$ cat src/design/thc_pkg.sv
`timescale 1ns / 1ps
`default_nettype none
package thc_pkg;

    localparam int SLOT_COUNT = 16;
    localparam int SLOT_W     = 4;
    localparam int RES_MAX    = 19;
    localparam int RES_W      = 5;
    localparam int BUF_BYTES  = 15;
    localparam int ENTRY_W    = 256;

    localparam logic [7:0] F_FIN = 8'h01;
    localparam logic [7:0] F_SYN = 8'h02;
    localparam logic [7:0] F_RST = 8'h04;
    localparam logic [7:0] F_PSH = 8'h08;
    localparam logic [7:0] F_ACK = 8'h10;
    localparam logic [7:0] F_URG = 8'h20;

    localparam logic [7:0] CH_U = 8'h01;
    localparam logic [7:0] CH_W = 8'h02;
    localparam logic [7:0] CH_A = 8'h04;
    localparam logic [7:0] CH_S = 8'h08;
    localparam logic [7:0] CH_P = 8'h10;
    localparam logic [7:0] CH_I = 8'h20;
    localparam logic [7:0] CH_C = 8'h40;
    localparam logic [7:0] SPEC_I = CH_S | CH_W | CH_U;
    localparam logic [7:0] SPEC_D = CH_S | CH_A | CH_W | CH_U;

    localparam logic [7:0] PROTO_TCP = 8'd6;
    localparam logic [5:0] STD_HDR_LEN = 6'd20;

    typedef enum logic [1:0] {
        PT_PLAIN  = 2'd0,
        PT_UNCOMP = 2'd1,
        PT_COMP   = 2'd2
    } pkt_type_t;

    typedef enum logic [2:0] {
        BK_IDLE,
        BK_PROBE,
        BK_MISS,
        BK_EVAL,
        BK_EMIT
    } bk_state_t;

    typedef struct packed {
        logic [63:0] address_pair;
        logic [31:0] port_pair;
        logic [31:0] fixed;
        logic [15:0] tlen;
        logic [15:0] ident;
        logic [31:0] seq;
        logic [31:0] ack;
        logic [7:0]  flags;
        logic [15:0] win;
        logic [15:0] urg;
        logic [15:0] cks;
        logic [6:0]  hlen;
        logic        hdr_std;
        logic        plain;
    } item_t;

    typedef struct packed {
        logic [1:0]  len;
        logic [23:0] bytes;
    } delta_t;

    // first byte on the wire sits in the low bits
    function automatic delta_t put_delta(input logic [15:0] v);
        delta_t d;
        if (v == 16'd0 || v[15:8] != 8'd0) begin
            d.len   = 2'd3;
            d.bytes = {v[7:0], v[15:8], 8'd0};
        end else begin
            d.len   = 2'd1;
            d.bytes = {16'd0, v[7:0]};
        end
        return d;
    endfunction

    function automatic logic [SLOT_W-1:0] slot_inc(input logic [SLOT_W-1:0] x);
        return (x == SLOT_W'(SLOT_COUNT - 1)) ? '0 : x + 1'b1;
    endfunction

    function automatic logic [SLOT_W-1:0] slot_dec(input logic [SLOT_W-1:0] x);
        return (x == '0) ? SLOT_W'(SLOT_COUNT - 1) : x - 1'b1;
    endfunction

endpackage
`default_nettype wire

$ cat src/design/thc_front.sv
`timescale 1ns / 1ps
`default_nettype none
module thc_front (
    input  wire logic          aclk,
    input  wire logic          aresetn,
    input  wire logic          s_valid,
    output logic               s_ready,
    input  wire logic [63:0]   s_address_pair,
    input  wire logic [31:0]   s_port_pair,
    input  wire logic [31:0]   s_ip_fixed_bytes,
    input  wire logic [15:0]   s_total_length,
    input  wire logic [15:0]   s_ident,
    input  wire logic [15:0]   s_fragment_field,
    input  wire logic [31:0]   s_seq_number,
    input  wire logic [31:0]   s_ack_number,
    input  wire logic [15:0]   s_offset_flags,
    input  wire logic [15:0]   s_window,
    input  wire logic [15:0]   s_urgent_pointer,
    input  wire logic [15:0]   s_tcp_checksum,
    output logic               q_valid,
    output thc_pkg::item_t     q_item,
    input  wire logic          q_pop
);
    import thc_pkg::*;

    item_t      queue_reg [2];
    logic       wr_ptr_reg, wr_ptr_next;
    logic       rd_ptr_reg, rd_ptr_next;
    logic [1:0] count_reg, count_next;
    item_t      cls;
    logic [5:0] iplen, tcplen;
    logic       push;

    always_comb begin
        iplen  = {s_ip_fixed_bytes[27:24], 2'b00};
        tcplen = {s_offset_flags[15:12], 2'b00};
        cls.address_pair = s_address_pair;
        cls.port_pair    = s_port_pair;
        cls.fixed        = s_ip_fixed_bytes;
        cls.tlen         = s_total_length;
        cls.ident        = s_ident;
        cls.seq          = s_seq_number;
        cls.ack          = s_ack_number;
        cls.flags        = s_offset_flags[7:0];
        cls.win          = s_window;
        cls.urg          = s_urgent_pointer;
        cls.cks          = s_tcp_checksum;
        cls.hlen         = {1'b0, iplen} + {1'b0, tcplen};
        cls.hdr_std      = (iplen == STD_HDR_LEN) && (tcplen == STD_HDR_LEN);
        // fragments, non-TCP and anything with SYN, FIN or RST set or ACK clear go out as plain IP
        cls.plain = (s_fragment_field[13:0] != 14'd0) ||
                    (s_ip_fixed_bytes[7:0] != PROTO_TCP) ||
                    ((s_offset_flags[7:0] & (F_SYN | F_FIN | F_RST | F_ACK)) != F_ACK);
    end

    assign s_ready = (count_reg != 2'd2);
    assign push    = s_valid && s_ready;
    assign q_valid = (count_reg != 2'd0);
    assign q_item  = queue_reg[rd_ptr_reg];

    always_comb begin
        wr_ptr_next = push ? ~wr_ptr_reg : wr_ptr_reg;
        rd_ptr_next = (q_pop && q_valid) ? ~rd_ptr_reg : rd_ptr_reg;
        count_next  = count_reg + {1'b0, push} - {1'b0, q_pop && q_valid};
    end

    always_ff @(posedge aclk) begin
        if (!aresetn) begin
            wr_ptr_reg <= 1'b0;
            rd_ptr_reg <= 1'b0;
            count_reg  <= 2'd0;
        end else begin
            wr_ptr_reg <= wr_ptr_next;
            rd_ptr_reg <= rd_ptr_next;
            count_reg  <= count_next;
        end
    end

    always_ff @(posedge aclk) begin
        if (push) begin
            queue_reg[wr_ptr_reg] <= cls;
        end
    end

endmodule
`default_nettype wire

$ cat config.mk
export PLATFORM = sky130hd
export DESIGN_NAME = thc_front
export DESIGN_NICKNAME = d
export VERILOG_FILES = /design/src/design/thc_pkg.sv /design/src/design/thc_front.sv
export SDC_FILE = /design/constraint.sdc
export NUM_CORES = 1
export LEC_CHECK = 0
export BUFFER_PORTS_ARGS = -buffer_cell sky130_fd_sc_hd__buf_4
export CAP_MARGIN = 20
export CELL_PAD_IN_SITES_DETAIL_PLACEMENT = 1
export CELL_PAD_IN_SITES_GLOBAL_PLACEMENT = 2
export CORE_UTILIZATION = 25
export CTS_CLUSTER_SIZE = 28
export DETAILED_ROUTE_END_ITERATION = 10
export PLACE_DENSITY = 0.54
export SLEW_MARGIN = 20
export SYNTH_ARGS = -nofsm -noshare
export SYNTH_HDL_FRONTEND = slang
export SYNTH_SLANG_ARGS = --single-unit
$ cat constraint.sdc
create_clock -name aclk -period 23.7 [get_ports aclk]
set_input_delay 1.185 -clock aclk [delete_from_list [all_inputs] [get_ports aclk]]
set_output_delay 1.185 -clock aclk [all_outputs]
set_load 0.005 [all_outputs]
==> out/qor.yml, run 1 <==
status: "complete, no violations"
rsz0062_at_grt: "false"
diodes: 0
dieArea_um2: 89800
max_slew_margin: 0.240
gp_congestion: 0.708
ys_ff_latch: 579
avgViaCountPerCell: 3.99
power_mw: 2.96
first_pass_iters: 4
drv_cap: 0
num_rows: 108
portBuffers: 590
finalHoldViolCount: 0
worstSetupPathType: "reg -> out"
post-route-drc-count: 0
hold_path_depth: 2
min-delay-start: "rd_ptr_reg"
pin_count: 599
reg2reg_depth: 4
syn_area_per_cell_um2: 23.3
ir_drop_mv: 0.0540
ant_nets: 0
nets: 1903
setup_viol: 0
initial_core_util: 0.254
cts_buffer_depth: 3
post_cts_resized: 0
cts_inserted_buffers: 70
skew_ns: 0.0168
dpl.hpwl_mm: 39.5
r2r_end: "queue_reg[1][147]"
yosysTopAreaCell: "edfxtp_1"
ys.flop_type: "edfxtp_1"
tns_ns: 0
worst_pin_slew_ns: 1.14
worstSetupStartpointType: "flip-flop"
clk_latency_ns: 0.60
wl_per_cell_um: 20.9
fmax_ghz: 0.233
vias: 11100
post-route-util: 0.344
period_share: 0.181
synth_most_common_cell: "edfxtp_1"
grt_pass1_vias: 12200
grt_max_degree: 119
die_x_um: 300
synthToLayoutAreaGrowth_pct: 35.7
root_buffer: "clkbuf_16"
powerDensity_nw_per_um2: 98.5
layoutNonFillerInstCount: 2793
largest_register_ff_count: 574
timing.hold.ws_ns: 0.597
synthDistinctLibCells: 36
nFillCells: 8873
synthTopCellsByCount: "edfxtp_1, mux2_4, mux2_2"
p_leak_nw: 11.4
drive_gt1_frac: 0.603
cts_setup_buffers: 0
synth-seq-area-share: 0.783
finalMaxSlewViolations: 0
dp_slack_ns: 19.21
overflow: 0
crit_fanout: 115
fin_crit_ns: 4.29
ctsHoldBuffers: 0
first_iter_violations: 421
rrSetupSlack_ns: 20.01
yosys-top-cells-area: "edfxtp_1, mux2_4, mux2_2, buf_6, dfxtp_1"
worst_slack_ns: 19.41
synth-edff-count: 574
setup.worst_path.end_class: "output pin"
cp_data_required_time_ns: 22.51
fin_area_um2: 30100
die_y_um: 300
h-tree-depth: 3
place_area_um2: 27800
coreArea_um2: 87300
tritoncts: "done"
antenna_found_initial: 3
rr_startpoint: "count_reg[0]"
hold_path_class: "reg -> reg"
grt_first_pass_wirelength_mm: 82.8
dp.cells: 2672
synth_top_area_frac: 0.778
synth_area_um2: 22100
drt_wl_total_mm: 58.4
syn_inst: 952
cp_data_arrival_time_ns: 3.11
yosys_warnings: 0
clock_sinks: 579
async_reset_ff_frac: 0
track_usage: 0.126
clkSlewWorstSetupHoldPaths_ns: 0.06
-- area by class of cell --
class / count / area [um2] / share of cell area
inverters: 5 / 26.3 / 0.000874
clock buffers: 83 / 1860 / 0.0620
repair buffers: 599 / 4520 / 0.150
multi-input cells: 334 / 4460 / 0.148
clock inverters: 38 / 398 / 0.0132
well taps: 1155 / 1450 / 0.0481
flip-flops and latches: 579 / 17300 / 0.577
-- report_power, final --
| group | total [mW] | internal [mW] | switching [mW] |
|---|---|---|---|
| logic | 0.627 | 0.362 | 0.265 |
| registers | 1.28 | 1.24 | 0.0341 |
| clock network | 1.05 | 0.629 | 0.425 |
-- routing by layer --
metal / part of all wire / GRT usage / vias to the layer above
met3: 0.077 / 0.0449 / 98
met1: 0.36 / 0.130 / 5611
li1: - / - / 5067
met4: 0.029 / 0.0434 / 2
met5: 0.00015 / 0 / -
met2: 0.54 / 0.233 / 353
-- worst max path at each step --
stage               from  depth (start not counted)  slack [ns]                end
4_1_cts        flip-flop                          3       19.25          q_item[1]
3_3_place_gp     s_valid                          4       19.23  queue_reg[1][258]
2_1_floorplan    s_valid                          2       14.96    queue_reg[1][0]
5_1_grt        flip-flop                          3       19.20          q_item[1]
3_5_place_dp     s_valid                          4       19.21  queue_reg[1][260]
6_report       flip-flop                          3       19.41        q_item[235]
-- cell usage in the layout, fill, tap and decap left out, types with 5 or more instances in the layout --
cell	instances
buf_4	597
edfxtp_1	574
mux2_4	230
clkbuf_16	73
mux2_2	57
clkinv_1	16
clkbuf_1	10
clkinv_2	8
bufinv_16	6
ha_1	5
-- logic make-up (layout without fill, tap and decap cells) --
logic type                 after synthesis  after routing  share of synthesized area
DFF                                    579            579                      0.783
buffers and inverters                   40            725                     0.0166
xor gates and xnor gates                 3              3                    0.00119
and+or+nand+nor                         25             25                    0.00706
other                                    1              2                   0.000169
muxes                                  288            288                      0.185
adders and majority gates                6              6                    0.00373
AOI/OAI and AO/OA                       10             10                    0.00328
-- worst max-delay path, stage by stage (launching register included) --
cell     delay [ns]
dfxtp_4        0.99
buf_12         0.62
mux2_4         0.36
buf_4          0.14
(Power assumes the default switching activity.)
==> run 2, diff against run 1 <==
==> constraint.sdc (replaced) <==
create_clock -name aclk -period 4.01 [get_ports aclk]
set_input_delay 0.2005 -clock aclk [delete_from_list [all_inputs] [get_ports aclk]]
set_output_delay 0.2005 -clock aclk [all_outputs]
set_load 0.005 [all_outputs]
==> run 2 against run 1 <==
- register-to-register slack got worse by 18 ns
- largest cell class unchanged
- power grew to 5.9 times the previous value
- sequential power increased to 5.9 times the previous value
- worst setup slack lost 18 ns
- clock power increased to 5.5 times the previous value
- non-clock buffer count grew 313
==> out/qor.yml, run 2 (same netlist as run 1, synthesis figures left out) <==
reg2reg_depth: 3
dieArea_um2: 89800
initial_core_util: 0.254
crit_fanout: 44
ctsHoldBuffers: 287
overflow: 0
avgViaCountPerCell: 4.00
track_usage: 0.132
post_cts_resized: 0
cts_inserted_buffers: 69
first_iter_violations: 388
portBuffers: 590
nFillCells: 8790
status: "complete, no violations"
root_buffer: "clkbuf_16"
grt_pass1_vias: 14100
skew_ns: 0.0253
fmax_ghz: 0.355
die_y_um: 300
coreArea_um2: 87300
drt_wl_total_mm: 60.7
tritoncts: "done"
ant_nets: 0
gp_congestion: 0.728
max_slew_margin: 0.332
clk_latency_ns: 0.60
finalHoldViolCount: 0
dpl.hpwl_mm: 42.3
worst_pin_slew_ns: 1.00
worstSetupStartpointType: "flip-flop"
antenna_found_initial: 4
wl_per_cell_um: 19.5
drv_cap: 0
h-tree-depth: 3
num_rows: 108
regArea_um2: 17300
grt_max_degree: 70
power_mw: 17.4
finalMaxSlewViolations: 0
rsz0062_at_grt: "false"
die_x_um: 300
grt_first_pass_wirelength_mm: 88.3
powerDensity_nw_per_um2: 526
vias: 12400
setup_viol: 0
synthToLayoutAreaGrowth_pct: 49.2
final_cell_mix: "buf_4, edfxtp_1, dlygate4sd3_1"
multi_input_area_um2: 4460
pin_count: 599
worstSetupPathType: "reg -> out"
drive_gt1_frac: 0.515
ir_drop_mv: 0.290
cts_buffer_depth: 3
clkSlewWorstSetupHoldPaths_ns: 0.05
period_share: 0.703
first_pass_iters: 4
cp_data_arrival_time_ns: 2.62
hold_path_depth: 4
fin_crit_ns: 2.82
tns_ns: 0
final_common_cell: "buf_4"
largest_register_ff_count: 574
cts_setup_buffers: 0
setup.worst_path.end_class: "output pin"
clock_sinks: 579
nets: 2215
p_leak_nw: 12.7
cp_data_required_time_ns: 3.81
hold_path_class: "in -> reg"
post-route-drc-count: 0
[run 2: final timing paths]
kind                      start                 to  slack, ns
max                   flip-flop        q_item[112]       1.19
max reg2reg        count_reg[0]  queue_reg[1][273]       1.77
min reg2reg          rd_ptr_reg          flip-flop       0.59
min          s_offset_flags[13]    queue_reg[1][1]       0.08
[run 2: area by class of cell]
class | instances | share of cell area
inverter | 5 | 0.000682
multi-input combinational | 334 | 0.135
clock inverter | 33 | 0.00712
sequential | 579 | 0.525
tap | 1155 | 0.0437
timing repair buffer | 912 | 0.233
antenna | 1 | 0.0000757
clock buffer | 88 | 0.0551
[run 2: metal layers]
layer	vias to the layer above	GRT usage	part of all wire
li1	5701	-	-
met1	6272	0.145	0.38
met4	2	0.0470	0.029
met3	106	0.0401	0.068
met2	359	0.237	0.52
met5	-	0	0.00021
[run 2: critical path, cell delays in order (launching register included)]
cell and delay (ns):
dfxtp_4 1.00, buf_4 0.49, mux2_4 0.36, buf_4 0.14
[run 2: power by group]
part           internal, mW  switching [mW]  leakage (nW)  total, mW
combinational          2.40            1.68          6.26       4.07
sequential             7.34           0.209          5.41       7.54
clock                  3.33            2.42         0.993       5.75
[run 2: stage by stage]
step	worst slack [ns]	area (um2)	std cells	utilization	hold slack, ns
floorplan	-1.30	22200	953	-	0.299
global placement	1.72	28100	2698	0.322	0.386
detailed placement	1.70	28100	2698	0.322	0.388
CTS	1.06	33000	3106	0.379	0.0226
global route	1.04	33000	3107	0.379	0.0717
finish	1.19	33000	3107	0.379	0.0751
==> run 3, diff against run 2 <==
--- a/config.mk
+++ b/config.mk
@@ -12,7 +12,7 @@
 export CORE_UTILIZATION = 25
 export CTS_CLUSTER_SIZE = 28
 export DETAILED_ROUTE_END_ITERATION = 10
-export PLACE_DENSITY = 0.54
+export PLACE_DENSITY = 0.56
 export SLEW_MARGIN = 20
 export SYNTH_ARGS = -nofsm -noshare
 export SYNTH_HDL_FRONTEND = slang
==> constraint.sdc (replaced) <==
create_clock -name aclk -period 2.3 [get_ports aclk]
set_input_delay 0.115 -clock aclk [delete_from_list [all_inputs] [get_ports aclk]]
set_output_delay 0.115 -clock aclk [all_outputs]
set_load 0.005 [all_outputs]
==> run 3 against run 2 <==
- worst setup slack worse by 1.1 ns
- highest routed layer unchanged
- critical path type unchanged
- clock-buffer cell count unchanged
- core utilization up 0.47 points
- register-to-register slack worse by 1.2 ns
- worst hold slack worse by 0.020 ns
==> out/qor.yml, run 3 (same netlist as run 1, synthesis figures left out) <==
critPathMaxStageDelay_ns: 0.38
dp.cells: 2703
vias: 12500
worst_slack_ns: 0.135
tns_ns: 0
nets: 2227
clock_sinks: 579
worstSetupStartpointType: "flip-flop"
drive_gt1_frac: 0.520
finalMaxSlewViolations: 0
tritoncts: "done"
hold_path_class: "in -> reg"
cts_inserted_buffers: 71
drt_wl_total_mm: 61.2
synthToLayoutAreaGrowth_pct: 51.0
portBuffers: 590
cp_data_required_time_ns: 2.18
p_leak_nw: 12.8
powerDensity_nw_per_um2: 926
track_usage: 0.132
final_common_cell: "buf_4"
fin_area_um2: 33500
cts_setup_buffers: 0
dpl.hpwl_mm: 43.2
worst_pin_slew_ns: 0.675
place_area_um2: 28300
post-route-drc-count: 0
dieArea_um2: 89800
coreArea_um2: 87300
period_share: 0.941
final_cell_mix: "buf_4, edfxtp_1, dlygate4sd3_1"
gp_congestion: 0.735
timing.hold.ws_ns: 0.0547
path_buf_inv: 3
status: "complete, no violations"
setup_viol: 0
drv_cap: 0
pin_count: 599
skew_ns: 0.0156
ant_nets: 0
finalHoldViolCount: 0
overflow: 0
initial_core_util: 0.254
max_slew_margin: 0.546
fmax_ghz: 0.462
root_buffer: "clkbuf_16"
layoutNonFillerInstCount: 3125
worstSetupPathType: "reg -> out"
largest_register_ff_count: 574
die_x_um: 300
num_rows: 108
post-route-util: 0.383
critPathTopFamily: "buffers and inverters"
cp_data_arrival_time_ns: 2.05
crit_fanout: 33
first_pass_iters: 4
wl_per_cell_um: 19.6
grt_pass1_vias: 14200
power_mw: 31.0
dp_slack_ns: 0.543
antenna_found_initial: 7
path_cells: "buf_16, clkbuf_16, mux2_4, buf_4"
fin_crit_ns: 2.16
slowest_stage: "dfxtp_4"
clkSlewWorstSetupHoldPaths_ns: 0.05
rsz0062_at_grt: "false"
grt_first_pass_wirelength_mm: 89.1
grt_max_degree: 55
avgViaCountPerCell: 4.00
clk_latency_ns: 0.59
cts_buffer_depth: 3
ir_drop_mv: 0.534
first_iter_violations: 443
h-tree-depth: 3
setup.worst_path.end_class: "output pin"
die_y_um: 300
-- run 3: metal layers --
metal / share of wire / track usage / up-vias
li1: - / - / 5734
met1: 0.37 / 0.143 / 6278
met2: 0.54 / 0.244 / 373
met3: 0.063 / 0.0372 / 99
met4: 0.029 / 0.0483 / 10
met5: 0.00098 / 0 / -
-- run 3: cell type report --
| cell class | instances | area (um2) |
|---|---|---|
| fill | 8787 | 53800 |
| sequential | 579 | 17300 |
| timing repair buffer | 922 | 7980 |
| multi-input combinational | 334 | 4470 |
| clock buffer | 88 | 1860 |
| tap | 1155 | 1450 |
| clock inverter | 41 | 338 |
| inverter | 5 | 22.5 |
| antenna | 1 | 2.50 |
-- run 3: path summary, 6_finish.rpt --
path	startpoint	to	slack, ns	cells after the start
setup / recovery	flip-flop	q_item[75]	0.14	4
hold / removal	s_offset_flags[14]	queue_reg[1][6]	0.05	3
setup reg to reg	count_reg[0]	queue_reg[0][5]	0.57	5
hold reg to reg	rd_ptr_reg	rd_ptr_reg	0.59	2
-- run 3: what timing repair did --
item	4_1_cts	5_1_grt
endpoints found under the hold margin	575	0
gates resized for setup	5	2
endpoints found under the setup margin	49	7
pin swaps	0	0
cloned	0	1
hold buffers	291	0
-- run 3: power by group --
part	total [mW]	internal [mW]	switching, mW
clock network	10.6	6.14	4.43
logic	7.38	4.32	3.07
registers	13.0	12.8	0.245
total	31.0	23.2	7.75
-- run 3: worst min-delay path, stage by stage --
cell and delay, ns:
buf_4 0.09, ha_1 0.16, xnor2_1 0.15
